<file path="config.mk">
export PLATFORM = sky130hd
export DESIGN_NAME = latm_to_adts_reframer_core_flat
export DESIGN_NICKNAME = d
export VERILOG_FILES = /design/src/rtl/core/lta_pkg.sv /design/src/rtl/core/lta_in_if.sv /design/src/rtl/core/lta_out_if.sv /design/src/rtl/core/latm_to_adts_reframer_core.sv /design/src/rtl/core/lta_emit_queue.sv /design/src/flat_wrapper.sv
export SDC_FILE = /design/constraint.sdc
export NUM_CORES = 1
export LEC_CHECK = 0
export BUFFER_PORTS_ARGS = -buffer_cell sky130_fd_sc_hd__buf_2
export CELL_PAD_IN_SITES_DETAIL_PLACEMENT = 1
export CELL_PAD_IN_SITES_GLOBAL_PLACEMENT = 1
export CORE_MARGIN = 2
export CORE_UTILIZATION = 53
export CTS_BUF_LIST = sky130_fd_sc_hd__clkbuf_8
export DETAILED_ROUTE_END_ITERATION = 12
export GPL_TIMING_DRIVEN = 1
export PLACE_DENSITY_LB_ADDON = 0.1
export SKIP_CTS_REPAIR_TIMING = 1
export SLEW_MARGIN = 40
export SYNTH_ARGS = -nofsm -noshare
export SYNTH_HDL_FRONTEND = slang
export SYNTH_HIERARCHICAL = 1
export SYNTH_SLANG_ARGS = --single-unit
</file>
<file path="constraint.sdc">
create_clock -name clk -period 22.8 [get_ports clk]
set_clock_uncertainty 0.05 [all_clocks]
set_input_delay 1.14 -clock clk [delete_from_list [all_inputs] [get_ports clk]]
set_output_delay 1.14 -clock clk [all_outputs]
set_load 0.01 [all_outputs]
</file>
<file path="src/rtl/core/lta_pkg.sv">
// ----------------------------------------------------------------------------
// lta_pkg
// Shared types and constants for the LATM to ADTS reframer.
// ----------------------------------------------------------------------------
`default_nettype none

package lta_pkg;

  // Framing phase codes
  localparam logic [1:0] PH_LEN  = 2'd0;
  localparam logic [1:0] PH_PAY  = 2'd1;
  localparam logic [1:0] PH_DROP = 2'd2;

  // Configuration register indexes
  localparam logic [1:0] CFG_SRATE = 2'd0;
  localparam logic [1:0] CFG_CHAN  = 2'd1;
  localparam logic [1:0] CFG_MPEG2 = 2'd2;

  localparam int unsigned CFG_DATA_W = 4;

  // Header constants
  localparam logic [7:0]  SYNC_BYTE     = 8'hFF;
  localparam logic [7:0]  SYNC_MPEG4    = 8'hF1;
  localparam logic [7:0]  SYNC_MPEG2    = 8'hF9;
  localparam logic [7:0]  PROFILE_LC    = 8'h40;
  localparam logic [10:0] FULLNESS      = 11'h7FF;
  localparam logic [2:0]  HDR_LAST      = 3'd6;
  localparam logic [14:0] HDR_LEN       = 15'd7;
  localparam logic [14:0] ADTS_MAX      = 15'd8191;
  localparam logic [13:0] SUM_MAX       = 14'h3FFF;
  localparam logic [7:0]  LEN_MORE      = 8'hFF;

  // Live configuration
  typedef struct packed {
    logic [3:0] sample_rate_index;
    logic [2:0] channel_config;
    logic       mpeg2_id;
  } cfg_t;

  // One queued result group: a payload byte or a whole 7-byte header
  typedef struct packed {
    logic        is_hdr;
    logic [7:0]  data;
    logic        last;
    logic [12:0] total;
  } desc_t;

endpackage

`default_nettype wire

</file>
<file path="src/rtl/core/lta_in_if.sv">
// ----------------------------------------------------------------------------
// lta_in_if
// Input byte channel: LATM payload bytes with packet framing.
// ----------------------------------------------------------------------------
`default_nettype none

interface lta_in_if;
  logic        valid;
  logic        ready;
  logic [7:0]  data_byte;
  logic        first_of_packet;
  logic [15:0] packet_size;

  modport source (output valid, output data_byte, output first_of_packet,
                  output packet_size, input ready);
  modport sink (input valid, input data_byte, input first_of_packet,
                input packet_size, output ready);
endinterface

`default_nettype wire

</file>
<file path="src/rtl/core/lta_out_if.sv">
// ----------------------------------------------------------------------------
// lta_out_if
// Output byte channel: ADTS stream bytes with end-of-frame mark.
// ----------------------------------------------------------------------------
`default_nettype none

interface lta_out_if;
  logic       valid;
  logic       ready;
  logic [7:0] out_byte;
  logic       frame_end;

  modport source (output valid, output out_byte, output frame_end, input ready);
  modport sink (input valid, input out_byte, input frame_end, output ready);
endinterface

`default_nettype wire

</file>
<file path="src/rtl/core/latm_to_adts_reframer_core.sv">
// ----------------------------------------------------------------------------
// latm_to_adts_reframer_core
// Parses LATM length fields and rebuilds each frame as ADTS header + payload.
// ----------------------------------------------------------------------------
// Each result group is registered in the result queue before it is offered.
// Throughput: 1 input byte per cycle; a header is sent as seven output bytes,
//   and input stalls once the two-entry result queue behind it is full.
// Reset (rst, synchronous): framing state cleared, queue empty, config
//   registers return to sample rate index 3, channel config 2, mpeg2_id 0.
`default_nettype none

module latm_to_adts_reframer_core (
  input  wire logic                           clk,
  input  wire logic                           rst,
  lta_in_if.sink                              in_ch,
  lta_out_if.source                           out_ch,
  input  wire logic                           cfg_we,
  input  wire logic [1:0]                     cfg_index,
  input  wire logic [lta_pkg::CFG_DATA_W-1:0] cfg_data
);

  lta_pkg::cfg_t cfg;

  logic [1:0]  phase;
  logic [13:0] length_sum;
  logic [12:0] payload_left;
  logic [15:0] packet_left;

  logic [1:0]  phase_next;
  logic [13:0] length_sum_next;
  logic [12:0] payload_left_next;
  logic [15:0] packet_left_next;

  logic           accept;
  logic           full;
  logic           push;
  lta_pkg::desc_t push_desc;

  logic [1:0]  ph_eff;
  logic [13:0] sum_eff;
  logic [12:0] pay_eff;
  logic [15:0] pl_eff;
  logic [15:0] pl_dec;
  logic [12:0] pay_dec;
  logic [14:0] sum_add;
  logic [13:0] sum_sat;
  logic [14:0] total;

  assign in_ch.ready = !full;
  assign accept      = in_ch.valid && in_ch.ready;

  // Configuration registers
  always_ff @(posedge clk) begin
    if (rst) begin
      cfg.sample_rate_index <= 4'd3;
      cfg.channel_config    <= 3'd2;
      cfg.mpeg2_id          <= 1'b0;
    end else if (cfg_we) begin
      case (cfg_index)
        lta_pkg::CFG_SRATE: cfg.sample_rate_index <= cfg_data[3:0];
        lta_pkg::CFG_CHAN:  cfg.channel_config    <= cfg_data[2:0];
        lta_pkg::CFG_MPEG2: cfg.mpeg2_id          <= cfg_data[0];
        default: ;
      endcase
    end
  end

  // Per-byte framing step
  always_comb begin
    ph_eff  = in_ch.first_of_packet ? lta_pkg::PH_LEN : phase;
    sum_eff = in_ch.first_of_packet ? 14'd0 : length_sum;
    pay_eff = in_ch.first_of_packet ? 13'd0 : payload_left;
    pl_eff  = in_ch.first_of_packet ? in_ch.packet_size : packet_left;
    pl_dec  = pl_eff - 16'd1;
    pay_dec = pay_eff - 13'd1;
    sum_add = {1'b0, sum_eff} + {7'd0, in_ch.data_byte};
    sum_sat = sum_add[14] ? lta_pkg::SUM_MAX : sum_add[13:0];
    total   = {1'b0, sum_sat} + lta_pkg::HDR_LEN;

    phase_next        = ph_eff;
    length_sum_next   = sum_eff;
    payload_left_next = pay_eff;
    packet_left_next  = pl_eff;
    push              = 1'b0;
    push_desc.is_hdr  = 1'b0;
    push_desc.data    = in_ch.data_byte;
    push_desc.last    = 1'b0;
    push_desc.total   = total[12:0];

    if (pl_eff != 16'd0) begin
      packet_left_next = pl_dec;
      case (ph_eff)
        lta_pkg::PH_PAY: begin
          payload_left_next = pay_dec;
          push              = 1'b1;
          if (pay_dec == 13'd0) begin
            phase_next      = lta_pkg::PH_LEN;
            length_sum_next = 14'd0;
            push_desc.last  = 1'b1;
          end
        end
        lta_pkg::PH_LEN: begin
          length_sum_next = sum_sat;
          if (in_ch.data_byte == lta_pkg::LEN_MORE) begin
            if (pl_dec == 16'd0) phase_next = lta_pkg::PH_DROP;
          end else if (total > lta_pkg::ADTS_MAX || {2'b00, sum_sat} > pl_dec) begin
            phase_next = lta_pkg::PH_DROP;
          end else begin
            push             = 1'b1;
            push_desc.is_hdr = 1'b1;
            length_sum_next  = 14'd0;
            if (sum_sat == 14'd0) begin
              push_desc.last = 1'b1;
              phase_next     = lta_pkg::PH_LEN;
            end else begin
              payload_left_next = sum_sat[12:0];
              phase_next        = lta_pkg::PH_PAY;
            end
          end
        end
        default: ;
      endcase
    end
  end

  // Framing state
  always_ff @(posedge clk) begin
    if (rst) begin
      phase        <= lta_pkg::PH_LEN;
      length_sum   <= 14'd0;
      payload_left <= 13'd0;
      packet_left  <= 16'd0;
    end else if (accept) begin
      phase        <= phase_next;
      length_sum   <= length_sum_next;
      payload_left <= payload_left_next;
      packet_left  <= packet_left_next;
    end
  end

  // Result queue and header serializer
  lta_emit_queue u_emit (
    .clk       (clk),
    .rst       (rst),
    .push      (accept && push),
    .push_desc (push_desc),
    .cfg       (cfg),
    .full      (full),
    .out_ch    (out_ch)
  );

endmodule

`default_nettype wire

</file>
<file path="src/rtl/core/lta_emit_queue.sv">
// ----------------------------------------------------------------------------
// lta_emit_queue
// Two-entry queue of result groups; serializes headers one byte per transfer.
// ----------------------------------------------------------------------------
`default_nettype none

module lta_emit_queue (
  input  wire logic          clk,
  input  wire logic          rst,
  input  wire logic          push,
  input  wire lta_pkg::desc_t push_desc,
  input  wire lta_pkg::cfg_t  cfg,
  output logic               full,
  lta_out_if.source          out_ch
);

  logic           head_valid;
  lta_pkg::desc_t head;
  logic [2:0]     idx;
  logic           tail_valid;
  lta_pkg::desc_t tail;

  logic head_last;
  logic step;
  logic pop;

  assign head_last = head.is_hdr ? (idx == lta_pkg::HDR_LAST) : 1'b1;
  assign step      = head_valid && out_ch.ready;
  assign pop       = step && head_last;
  assign full      = tail_valid;

  // Header byte index
  always_ff @(posedge clk) begin
    if (rst) begin
      idx <= 3'd0;
    end else if (step) begin
      idx <= head_last ? 3'd0 : idx + 3'd1;
    end
  end

  // Queue control
  always_ff @(posedge clk) begin
    if (rst) begin
      head_valid <= 1'b0;
      tail_valid <= 1'b0;
    end else if (!head_valid || pop) begin
      if (tail_valid) begin
        head_valid <= 1'b1;
        tail_valid <= push;
      end else begin
        head_valid <= push;
      end
    end else if (push) begin
      tail_valid <= 1'b1;
    end
  end

  // Queue payload
  always_ff @(posedge clk) begin
    if (!head_valid || pop) begin
      if (tail_valid) begin
        head <= tail;
        if (push) tail <= push_desc;
      end else begin
        head <= push_desc;
      end
    end else if (push) begin
      tail <= push_desc;
    end
  end

  // Output byte select
  always_comb begin
    out_ch.valid     = head_valid;
    out_ch.frame_end = head.last && head_last;
    out_ch.out_byte  = head.data;
    if (head.is_hdr) begin
      case (idx)
        3'd0: out_ch.out_byte = lta_pkg::SYNC_BYTE;
        3'd1: out_ch.out_byte = cfg.mpeg2_id ? lta_pkg::SYNC_MPEG2 : lta_pkg::SYNC_MPEG4;
        3'd2: out_ch.out_byte = lta_pkg::PROFILE_LC | {2'b00, cfg.sample_rate_index, 1'b0,
                                                       cfg.channel_config[2]};
        3'd3: out_ch.out_byte = {cfg.channel_config[1:0], 4'b0000, head.total[12:11]};
        3'd4: out_ch.out_byte = head.total[10:3];
        3'd5: out_ch.out_byte = {head.total[2:0], lta_pkg::FULLNESS[10:6]};
        3'd6: out_ch.out_byte = {lta_pkg::FULLNESS[5:0], 2'b00};
        default: out_ch.out_byte = 8'h00;
      endcase
    end
  end

endmodule

`default_nettype wire
</file>
<file path="src/flat_wrapper.sv">
// flat-port wrapper written by rule: the top's interface ports become plain ports
module latm_to_adts_reframer_core_flat 
  (clk, rst, cfg_we, cfg_index, cfg_data, in_ch_valid, in_ch_data_byte, in_ch_first_of_packet, in_ch_packet_size, in_ch_ready, out_ch_valid, out_ch_out_byte, out_ch_frame_end, out_ch_ready);
  lta_in_if in_ch_i ();
  lta_out_if out_ch_i ();
  input  wire logic clk;
  input  wire logic rst;
  input  wire logic cfg_we;
  input  wire logic [1:0] cfg_index;
  input  wire logic [lta_pkg::CFG_DATA_W-1:0] cfg_data;
  input wire logic [$bits(in_ch_i.valid)-1:0] in_ch_valid;
  input wire logic [$bits(in_ch_i.data_byte)-1:0] in_ch_data_byte;
  input wire logic [$bits(in_ch_i.first_of_packet)-1:0] in_ch_first_of_packet;
  input wire logic [$bits(in_ch_i.packet_size)-1:0] in_ch_packet_size;
  output wire logic [$bits(in_ch_i.ready)-1:0] in_ch_ready;
  output wire logic [$bits(out_ch_i.valid)-1:0] out_ch_valid;
  output wire logic [$bits(out_ch_i.out_byte)-1:0] out_ch_out_byte;
  output wire logic [$bits(out_ch_i.frame_end)-1:0] out_ch_frame_end;
  input wire logic [$bits(out_ch_i.ready)-1:0] out_ch_ready;
  assign in_ch_i.valid = in_ch_valid;
  assign in_ch_i.data_byte = in_ch_data_byte;
  assign in_ch_i.first_of_packet = in_ch_first_of_packet;
  assign in_ch_i.packet_size = in_ch_packet_size;
  assign in_ch_ready = in_ch_i.ready;
  assign out_ch_valid = out_ch_i.valid;
  assign out_ch_out_byte = out_ch_i.out_byte;
  assign out_ch_frame_end = out_ch_i.frame_end;
  assign out_ch_i.ready = out_ch_ready;
  latm_to_adts_reframer_core u_core (.clk(clk), .rst(rst), .in_ch(in_ch_i), .out_ch(out_ch_i), .cfg_we(cfg_we), .cfg_index(cfg_index), .cfg_data(cfg_data));
endmodule
</file>
==> impl_summary.txt, run 1 <==
----------------------------------------------------
[Status]
  Status ... finished, final reports clean

[Floorplan]
  Row Count ... 43
  Number of primary I/O pins ... 47
  Total die area ... 15240 um2
  Floorplan core area ... 13880 um2
  Die outline height ... 123.4 um
  Width of the die ... 123.4 um
  Effective utilization at floorplan ... 54.46%

[Synthesis]
  Synth Flop Type ... sky130_fd_sc_hd__dfxtp_1
  Main area contributors after synthesis ... sky130_fd_sc_hd__edfxtp_1 18%, sky130_fd_sc_hd__dfxtp_1 15%, sky130_fd_sc_hd__ha_1 5.5%
  Netlist area before placement ... 7560 um2
  Number of enable-type register cells in the synthesized netlist ... 46
  Post-synth top area cell ... sky130_fd_sc_hd__edfxtp_1
  Number of flip-flops and latches in the synthesized netlist ... 104
  Cells after synthesis ... 860
  Portion of synthesized cell area occupied by the leading cell type ... approximately 18%
  Number of library cell types mapped by synthesis ... 99
  FFs w/ async S/R, synth ... 0%
  Mapped Nets ... 930
  Average cell area after synthesis ... just under 9 um2
  Portion of the post-synthesis area used by sequential elements ... 33.63%
  Total of warnings raised by yosys ... 6

[Cells and area]
  Fraction of final layout cells sized beyond drive strength 1 ... 12.46%
  Relative area change from synthesis to final layout ... 7.183%
  Final Core Density ... between 50 and 60%
  Antenna diode count ... 0
  Number of nets in the final layout ... 948
  Total of fill cells in the finished design ... ~1700

[Clocking]
  Buffer type at the clock tree root ... sky130_fd_sc_hd__clkbuf_8
  Clock tree from TritonCTS ... done
  CTS H-Tree Depth ... 3
  Number of buffers on the longest clock path ... 2
  Clock latency reported for the late side of the worst-skew pair ... 0.39 ns
  Clk sink count ... ~100
  Clock Pin Slew Worst Setup and Hold Paths ... 0.11 ns
  Number of buffers inserted during clock tree synthesis ... 9

[Timing]
  Fin Hold WS ... 0.4214 ns
  Worst slew margin relative to its limit ... 46.40%
  Maximum frequency from static timing analysis ... 144.0 MHz
  Slew Viols, Final ... 0
  Count of final setup violators ... 0
  Tcrit/Tclk final ... a little under a third
  Worst Max-Slew Pin Slew ... 0.8024 ns
  Hold Violations, Final ... 0
  Final Critical Period ... 6.945 ns
  Worst setup slack after layout ... 15.85 ns
  RSZ-0062 raised after global routing ... false
  Sum Neg Setup Slack ... 0 ns

[Worst hold path]
  Hold-critical path depth ... 2
  Worst hold-check path type ... reg -> reg
  Hold Crit Endpoint ... u_core/length_sum[1]$_SDFFE_PP0P_
  HP Start ... u_core/length_sum[1]$_SDFFE_PP0P_

[Critical path]
  Gate family responsible for the most delay along the worst path ... compound AO/OA/AOI/OAI gates
  Worst-path maximum fanout ... 23
  Depth of the worst register-to-register path ... 18
  Slack of the worst reg-to-reg path ... around 16 ns
  CP arrival ... 6.92 ns
  Worst path slowest cell ... sky130_fd_sc_hd__a21boi_4
  Required time at the endpoint of the critical path ... 22.78 ns
  Critical path buffers and inverters ... 1
  Crit end category ... flop
  Delay of the slowest cell on the worst path ... 0.72 ns
  Endpoint of the most critical register-to-register path ... u_core/u_emit/tail[19]$_DFFE_PP_
  Worst reg2reg startpoint ... u_core/length_sum[0]$_SDFFE_PP0P_
  Sort of element at the start of the critical path ... input pin
  Cells traversed along the worst timing path ... buf_2 > nor2b_1 > ha_1 > fa_1 > a211oi_1 > o211ai_2 > and3_1 > nor2_1 > ha_1 > nand2_1 > a21oi_1 > and4b_1 > o211a_1 > o2111a_1 > nor4b_2 > a211oi_4 > nand2_2 > a21oi_1 > a21boi_4
  Class of the most critical setup path ... in -> reg

[Place]
  HPWL Detailed ... 18.20 mm
  Routability-driven placement congestion ratio ... 0.9322
  Count of input and output buffers ... 46
  Place WS ... 15.56 ns

[Routing]
  Starting DRC count in detailed routing ... roughly 600
  Drt first pass iters ... 5
  Remaining DRCs ... 0
  Number of routed nets with antenna violations ... 0
  Routed length per instance ... 23.13 um
  Routed Wire Length ... roughly 25 mm
  Avg Vias per Cell ... 6.630
  Vias post-DR ... approximately 7000

[Power]
  Proportion of power drawn by combinational gates ... 28.1%
  Max VDD drop ... about 0.026 mV
  Reported leakage power ... 3.160 nW
  Share of total power in sequential cells ... 46.4%
  Clock network fraction of design power ... 25.6%
  Switching part of the total ... between 30% and 40%
  Power density normalized to cell area ... 60.46 nW/um2
  Internal power contribution ... 0.3167 mW
  Sum of internal, switching and leakage power ... 0.4899 mW
  Switching power ... 0.1732 mW

[GRT]
  Leftover overflow at the end of global routing ... 0
  Wire length of the first global-routing pass ... approximately 39 mm
  Pin count of the biggest net entering global routing ... 73
  Global-route usage over all layers ... 33.10%
  Number of antenna violations at the first check in global routing ... 1
  Vias in the first global route ... 7259

[Flow run]
  Max-cap violation count ... 0

----------------------------------------------------
-- per-stage QoR --
step,instance area (um2),std cells
2_1_floorplan,7560,860
3_3_place_gp,7869,1046
3_5_place_dp,7886,1046
4_1_cts,8088,1062
5_1_grt,8103,1063
6_report,8103,1063
-- how the worst max path moves through the flow --
stage,depth (start not counted),slack [ns],from,end
5_1_grt,19,15.51,in_ch_first_of_packet,u_core/u_emit/tail[12]$_DFFE_PP_
6_report,19,15.85,in_ch_first_of_packet,u_core/u_emit/tail[19]$_DFFE_PP_
3_3_place_gp,19,15.77,in_ch_first_of_packet,u_core/u_emit/tail[17]$_DFFE_PP_
3_5_place_dp,19,15.56,in_ch_first_of_packet,u_core/u_emit/tail[14]$_DFFE_PP_
4_1_cts,19,15.98,in_ch_first_of_packet,u_core/u_emit/tail[7]$_DFFE_PP_
2_1_floorplan,28,14.11,in_ch_first_of_packet,u_core/u_emit/tail[0]$_DFFE_PP_
-- routing by layer --
layer  up-vias  track usage [%]  share of wire (%)
met1      3489            41.04                 42
met4         2            17.54                4.3
li1       3235                -                  -
met3        71            5.120                5.2
met5         -                0              0.049
met2       251            55.36                 48
-- state kept, by name, summed over array words and instances, names as in the netlist --
name	flops
u_core/u_emit/full	1
u_core/packet_left	16
u_core/phase	2
u_core/length_sum	14
u_core/u_emit/head	23
u_core/u_emit/tail	23
u_core/cfg	8
u_core/u_emit/out_ch.valid	1
u_core/u_emit/idx	3
u_core/payload_left	13
-- worst register-to-register path, cell delays in order (launching register included) --
cell and delay (ns):
sky130_fd_sc_hd__dfxtp_1 0.35, sky130_fd_sc_hd__nor2b_1 0.14, sky130_fd_sc_hd__ha_1 0.22, sky130_fd_sc_hd__fa_1 0.43
sky130_fd_sc_hd__a211oi_1 0.42, sky130_fd_sc_hd__o211ai_2 0.21, sky130_fd_sc_hd__and3_1 0.44, sky130_fd_sc_hd__nor2_1 0.55
sky130_fd_sc_hd__ha_1 0.35, sky130_fd_sc_hd__nand2_1 0.18, sky130_fd_sc_hd__a21oi_1 0.21, sky130_fd_sc_hd__and4b_1 0.22
sky130_fd_sc_hd__o211a_1 0.22, sky130_fd_sc_hd__o2111a_1 0.15, sky130_fd_sc_hd__nor4b_2 0.19, sky130_fd_sc_hd__a211oi_4 0.44
sky130_fd_sc_hd__nand2_2 0.12, sky130_fd_sc_hd__a21oi_1 0.37, sky130_fd_sc_hd__a21boi_4 0.72
-- kinds of logic after synthesis --
logic type	Yosys count	share of synthesized area, %
simple gates	330	22.79
compound gates	223	21.48
flops	104	33.63
buf+inv	80	4.551
mux	52	7.431
xor+xnor	37	4.386
fa+ha+maj	34	5.727
-- power groups by stage --
stage / registers [mW] / logic, mW / clock network, mW
2_1_floorplan: 0.225 / 0.0952 / 0
3_5_place_dp: 0.231 / 0.133 / 0
6_report: 0.227 / 0.137 / 0.125
5_1_grt: 0.229 / 0.151 / 0.134
3_3_place_gp: 0.230 / 0.125 / 0
4_1_cts: 0.227 / 0.135 / 0.128
-- Yosys cell counts, types with 7 or more instances --
master	number
sky130_fd_sc_hd__nor2_1	93
sky130_fd_sc_hd__nand2_1	60
sky130_fd_sc_hd__dfxtp_1	58
sky130_fd_sc_hd__a21oi_1	56
sky130_fd_sc_hd__edfxtp_1	46
sky130_fd_sc_hd__nor3_1	39
sky130_fd_sc_hd__ha_1	33
sky130_fd_sc_hd__inv_1	29
sky130_fd_sc_hd__o21ai_0	29
sky130_fd_sc_hd__clkbuf_1	27
sky130_fd_sc_hd__nor2b_1	27
sky130_fd_sc_hd__mux2i_1	25
sky130_fd_sc_hd__mux2_1	23
sky130_fd_sc_hd__a22oi_1	20
sky130_fd_sc_hd__xor2_1	20
sky130_fd_sc_hd__nand3_1	17
sky130_fd_sc_hd__xnor2_1	16
sky130_fd_sc_hd__nand4_1	15
sky130_fd_sc_hd__buf_2	14
sky130_fd_sc_hd__nand2b_1	11
sky130_fd_sc_hd__or3_1	11
sky130_fd_sc_hd__a211o_1	10
sky130_fd_sc_hd__nor4_1	8
sky130_fd_sc_hd__o22ai_1	8
sky130_fd_sc_hd__a211oi_1	7
sky130_fd_sc_hd__o211ai_1	7
-- placed cells by master (no fill, tap or decap), types with 5 or more instances in the layout --
cell	netlist	layout
sky130_fd_sc_hd__or3_1	11	11
sky130_fd_sc_hd__o22ai_1	8	8
sky130_fd_sc_hd__mux2_1	23	23
sky130_fd_sc_hd__o21ai_0	29	29
sky130_fd_sc_hd__xnor2_1	16	16
sky130_fd_sc_hd__a21o_1	6	6
sky130_fd_sc_hd__nand4_1	15	15
sky130_fd_sc_hd__mux2i_1	25	25
sky130_fd_sc_hd__edfxtp_1	46	46
sky130_fd_sc_hd__xor2_1	20	20
sky130_fd_sc_hd__buf_2	14	46
sky130_fd_sc_hd__nand2_1	60	59
sky130_fd_sc_hd__nor3b_1	5	5
sky130_fd_sc_hd__nor4_1	8	7
sky130_fd_sc_hd__or4_1	6	6
sky130_fd_sc_hd__a211oi_1	7	7
sky130_fd_sc_hd__clkbuf_8	0	9
sky130_fd_sc_hd__a21oi_1	56	56
sky130_fd_sc_hd__a22oi_1	20	20
sky130_fd_sc_hd__ha_1	33	33
sky130_fd_sc_hd__nor2_1	93	93
sky130_fd_sc_hd__nor2b_1	27	27
sky130_fd_sc_hd__nand3_1	17	17
sky130_fd_sc_hd__a211o_1	10	10
sky130_fd_sc_hd__buf_4	1	9
sky130_fd_sc_hd__o21a_1	6	6
sky130_fd_sc_hd__nor3_1	39	39
sky130_fd_sc_hd__dfxtp_1	58	58
sky130_fd_sc_hd__nand2b_1	11	11
sky130_fd_sc_hd__and3_1	6	6
sky130_fd_sc_hd__inv_1	29	29
sky130_fd_sc_hd__o211ai_1	7	7
-- layout make-up --
| cell class | count | area [um2] | area share (%) |
|---|---|---|---|
| clock buffers | 9 | 123.9 | 1.529 |
| clock inverters | 7 | 77.57 | 0.9574 |
| inverters | 31 | 116.4 | 1.436 |
| multi-input cells | 676 | 4705 | 58.06 |
| flip-flops and latches | 104 | 2542 | 31.38 |
| well taps | 180 | 225.2 | 2.779 |
| repair buffers | 56 | 312.8 | 3.860 |
No activity file was read; power rests on OpenSTA's default activity.
==> inputs of run 2 (changes only) <==
Settings changed: CORE_UTILIZATION 53 to 44.
Clock period 22.8 ns to 5.8 ns, I/O delays scaled along.
==> run 2 against run 1 <==
Effect of this change:
- sequential share of layout area fell by 0.87 points
- hold slack got worse by 0.36 ns
- worst setup slack got worse by 15 ns
- highest routed layer is now met4
==> impl_summary.txt, run 2 (same netlist as run 1, synthesis figures left out) <==
----------------------------------------------------
[GRT]
  Number of antenna violations at the first check in global routing ... 0
  Pin count of the biggest net entering global routing ... 60
  Global-route usage over all layers ... 26.81%
  Leftover overflow at the end of global routing ... 0
  Vias in the first global route ... between 7000 and 8000
  Wire length of the first global-routing pass ... 38.53 mm

[Floorplan]
  Row Count ... 47
  Effective utilization at floorplan ... 45.27%
  Die outline height ... 135.1 um
  Total die area ... 18250 um2
  Number of primary I/O pins ... 47
  Floorplan core area ... 16700 um2
  Width of the die ... 135.1 um

[Timing]
  Worst setup slack after layout ... 0.4956 ns
  Tcrit/Tclk final ... 91.45%
  Worst Max-Slew Pin Slew ... approximately 0.84 ns
  Final Critical Period ... 5.304 ns
  Count of final setup violators ... 0
  Fin Hold WS ... 0.06452 ns
  Maximum frequency from static timing analysis ... approximately 190 MHz
  Slew Viols, Final ... 0
  Hold Violations, Final ... 0
  RSZ-0062 raised after global routing ... false
  Worst slew margin relative to its limit ... 43.69%

[Critical path]
  CP arrival ... 5.34 ns
  Gate family responsible for the most delay along the worst path ... simple AND/OR/NAND/NOR gates
  Sort of element at the start of the critical path ... flop
  Endpoint of the most critical register-to-register path ... u_core/u_emit/tail[4]$_DFFE_PP_
  Required time at the endpoint of the critical path ... 5.83 ns
  Worst-path maximum fanout ... 23
  Slack of the worst reg-to-reg path ... ~0.50 ns
  Critical path launch point ... u_core/packet_left[4]$_SDFFE_PP0P_
  Depth of the worst register-to-register path ... 22
  Crit end category ... flop
  Critical path buffers and inverters ... 2
  Class of the most critical setup path ... reg -> reg
  Worst reg2reg startpoint ... u_core/packet_left[4]$_SDFFE_PP0P_
  Worst path slowest cell ... sky130_fd_sc_hd__or4_1
  Delay of the slowest cell on the worst path ... between 0.5 and 0.6 ns
  Cells traversed along the worst timing path ... or4_1 > or4_1 > a211oi_2 > nand2_1 > nor2_1 > xor2_1 > nand2_1 > o21ai_1 > inv_1 > ha_1 > nand4_1 > nor2_1 > and3_1 > o21ai_0 > o211ai_1 > o211ai_1 > o21ai_2 > a211oi_4 > nand2_2 > a21oi_2 > a21boi_2 > buf_4

[Power]
  Power density normalized to cell area ... 228.4 nW/um2
  Switching power ... between 0.6 and 0.7 mW
  Max VDD drop ... 0.1100 mV
  Proportion of power drawn by combinational gates ... between 20 and 30%
  Internal power contribution ... roughly 1.2 mW
  Clock network fraction of design power ... 24.4%
  Share of total power in sequential cells ... about 47%
  Sum of internal, switching and leakage power ... ~1.9 mW
  Switching part of the total ... 36.10%
  Reported leakage power ... 3.227 nW

[Clocking]
  Clock Pin Slew Worst Setup and Hold Paths ... 0.12 ns
  Number of buffers on the longest clock path ... 2
  Clock latency reported for the late side of the worst-skew pair ... about 0.4 ns
  Buffer type at the clock tree root ... sky130_fd_sc_hd__clkbuf_8
  Number of buffers inserted during clock tree synthesis ... 9
  Clk sink count ... 104
  CTS H-Tree Depth ... 3
  Clock tree from TritonCTS ... done

[Worst hold path]
  Worst hold-check path type ... in -> reg
  HP Start ... cfg_data[1]
  Hold-critical path depth ... 2
  Hold Crit Endpoint ... u_core/cfg[5]$_SDFFE_PP1P_

[Cells and area]
  Fraction of final layout cells sized beyond drive strength 1 ... 15.64%
  Antenna diode count ... 0
  Most common library cell in the layout ignoring fill and taps ... sky130_fd_sc_hd__nor2_1
  Biggest regs ... u_core/u_emit/head x23, u_core/u_emit/tail x23, u_core/packet_left x16
  Commonest cells after routing, fill and taps aside ... 90 x sky130_fd_sc_hd__nor2_1, 58 x sky130_fd_sc_hd__nand2_1, 58 x sky130_fd_sc_hd__dfxtp_1
  Number of nets in the final layout ... 960
  Relative area change from synthesis to final layout ... 10.23%
  Cell area after layout ... 8333 um2
  Final Core Density ... 49.90%

[Routing]
  Routed length per instance ... roughly 22 um
  Drt first pass iters ... 5
  Avg Vias per Cell ... 6.230
  Vias post-DR ... 6946
  Remaining DRCs ... 0
  Routed Wire Length ... 24.12 mm
  Number of routed nets with antenna violations ... 0
  Starting DRC count in detailed routing ... 444

[Place]
  Routability-driven placement congestion ratio ... 0.9156
  Count of input and output buffers ... 46
  HPWL Detailed ... 18.18 mm
  Post-detailed-placement cell area ... 8108 um2
  Place WS ... 0.3124 ns

[Status]
  Status ... finished, final reports clean

[Flow run]
  Max-cap violation count ... 0

----------------------------------------------------
run 2: cell count changes in the layout (fill, tap and decap cells not counted), sizes merged:
| cell | change |
|---|---|
| bufinv | -1 |
| inv | +2 |
| buf | +12 |
| clkinvlp | -1 |
run 2: routing by layer:
metal	routed length [um]	up-vias	track usage [%]
met5	0	-	0
met2	11750	166	46.00
met3	813	42	2.890
li1	-	3265	-
met4	631	0	8.623
met1	10920	3473	35.46
run 2: worst max-delay path by stage:
stage / slack [ns] / to / cells past startpoint
after floorplan: -0.54 / u_core/u_emit/tail[0]$_DFFE_PP_ / 30
after global placement: 0.52 / u_core/u_emit/tail[17]$_DFFE_PP_ / 21
after detailed placement: 0.31 / u_core/u_emit/tail[15]$_DFFE_PP_ / 21
after CTS: 0.46 / u_core/u_emit/tail[3]$_DFFE_PP_ / 21
after global routing: 0.04 / u_core/u_emit/tail[3]$_DFFE_PP_ / 22
final: 0.50 / u_core/u_emit/tail[4]$_DFFE_PP_ / 22
run 2: worst reg2reg max path, cell delays in order (launching register included):
cell	delay, ns
sky130_fd_sc_hd__dfxtp_1	0.37
sky130_fd_sc_hd__or4_1	0.57
sky130_fd_sc_hd__or4_1	0.47
sky130_fd_sc_hd__a211oi_2	0.34
sky130_fd_sc_hd__nand2_1	0.17
sky130_fd_sc_hd__nor2_1	0.16
sky130_fd_sc_hd__xor2_1	0.17
sky130_fd_sc_hd__nand2_1	0.07
sky130_fd_sc_hd__o21ai_1	0.17
sky130_fd_sc_hd__inv_1	0.08
sky130_fd_sc_hd__ha_1	0.31
sky130_fd_sc_hd__nand4_1	0.09
sky130_fd_sc_hd__nor2_1	0.05
sky130_fd_sc_hd__and3_1	0.18
sky130_fd_sc_hd__o21ai_0	0.08
sky130_fd_sc_hd__o211ai_1	0.12
sky130_fd_sc_hd__o211ai_1	0.13
sky130_fd_sc_hd__o21ai_2	0.15
sky130_fd_sc_hd__a211oi_4	0.37
sky130_fd_sc_hd__nand2_2	0.14
sky130_fd_sc_hd__a21oi_2	0.24
sky130_fd_sc_hd__a21boi_2	0.19
sky130_fd_sc_hd__buf_4	0.30
run 2: per-stage QoR:
step           instances  setup TNS, ns
5_1_grt             1115              0
6_report            1115              0
2_1_floorplan        860         -12.49
3_5_place_dp        1098              0
4_1_cts             1114              0
3_3_place_gp        1098              0
run 2: power groups by stage:
stage	Sequential [mW]	Combinational (mW)	Clock [mW]
after floorplan	0.883	0.385	0
after global placement	0.908	0.508	0
after detailed placement	0.912	0.531	0
after CTS	0.895	0.535	0.473
after global routing	0.905	0.597	0.498
final	0.895	0.543	0.465
run 2: area by class of cell:
| cell class | count | area, um2 |
|---|---|---|
| clock buffers | 9 | 123.9 |
| clock inverters | 7 | 70.07 |
| fillers | 1976 | 8368 |
| inverters | 31 | 116.4 |
| multi-input cells | 676 | 4802 |
| flip-flops and latches | 104 | 2542 |
| well taps | 220 | 275.3 |
| repair buffers | 68 | 402.9 |
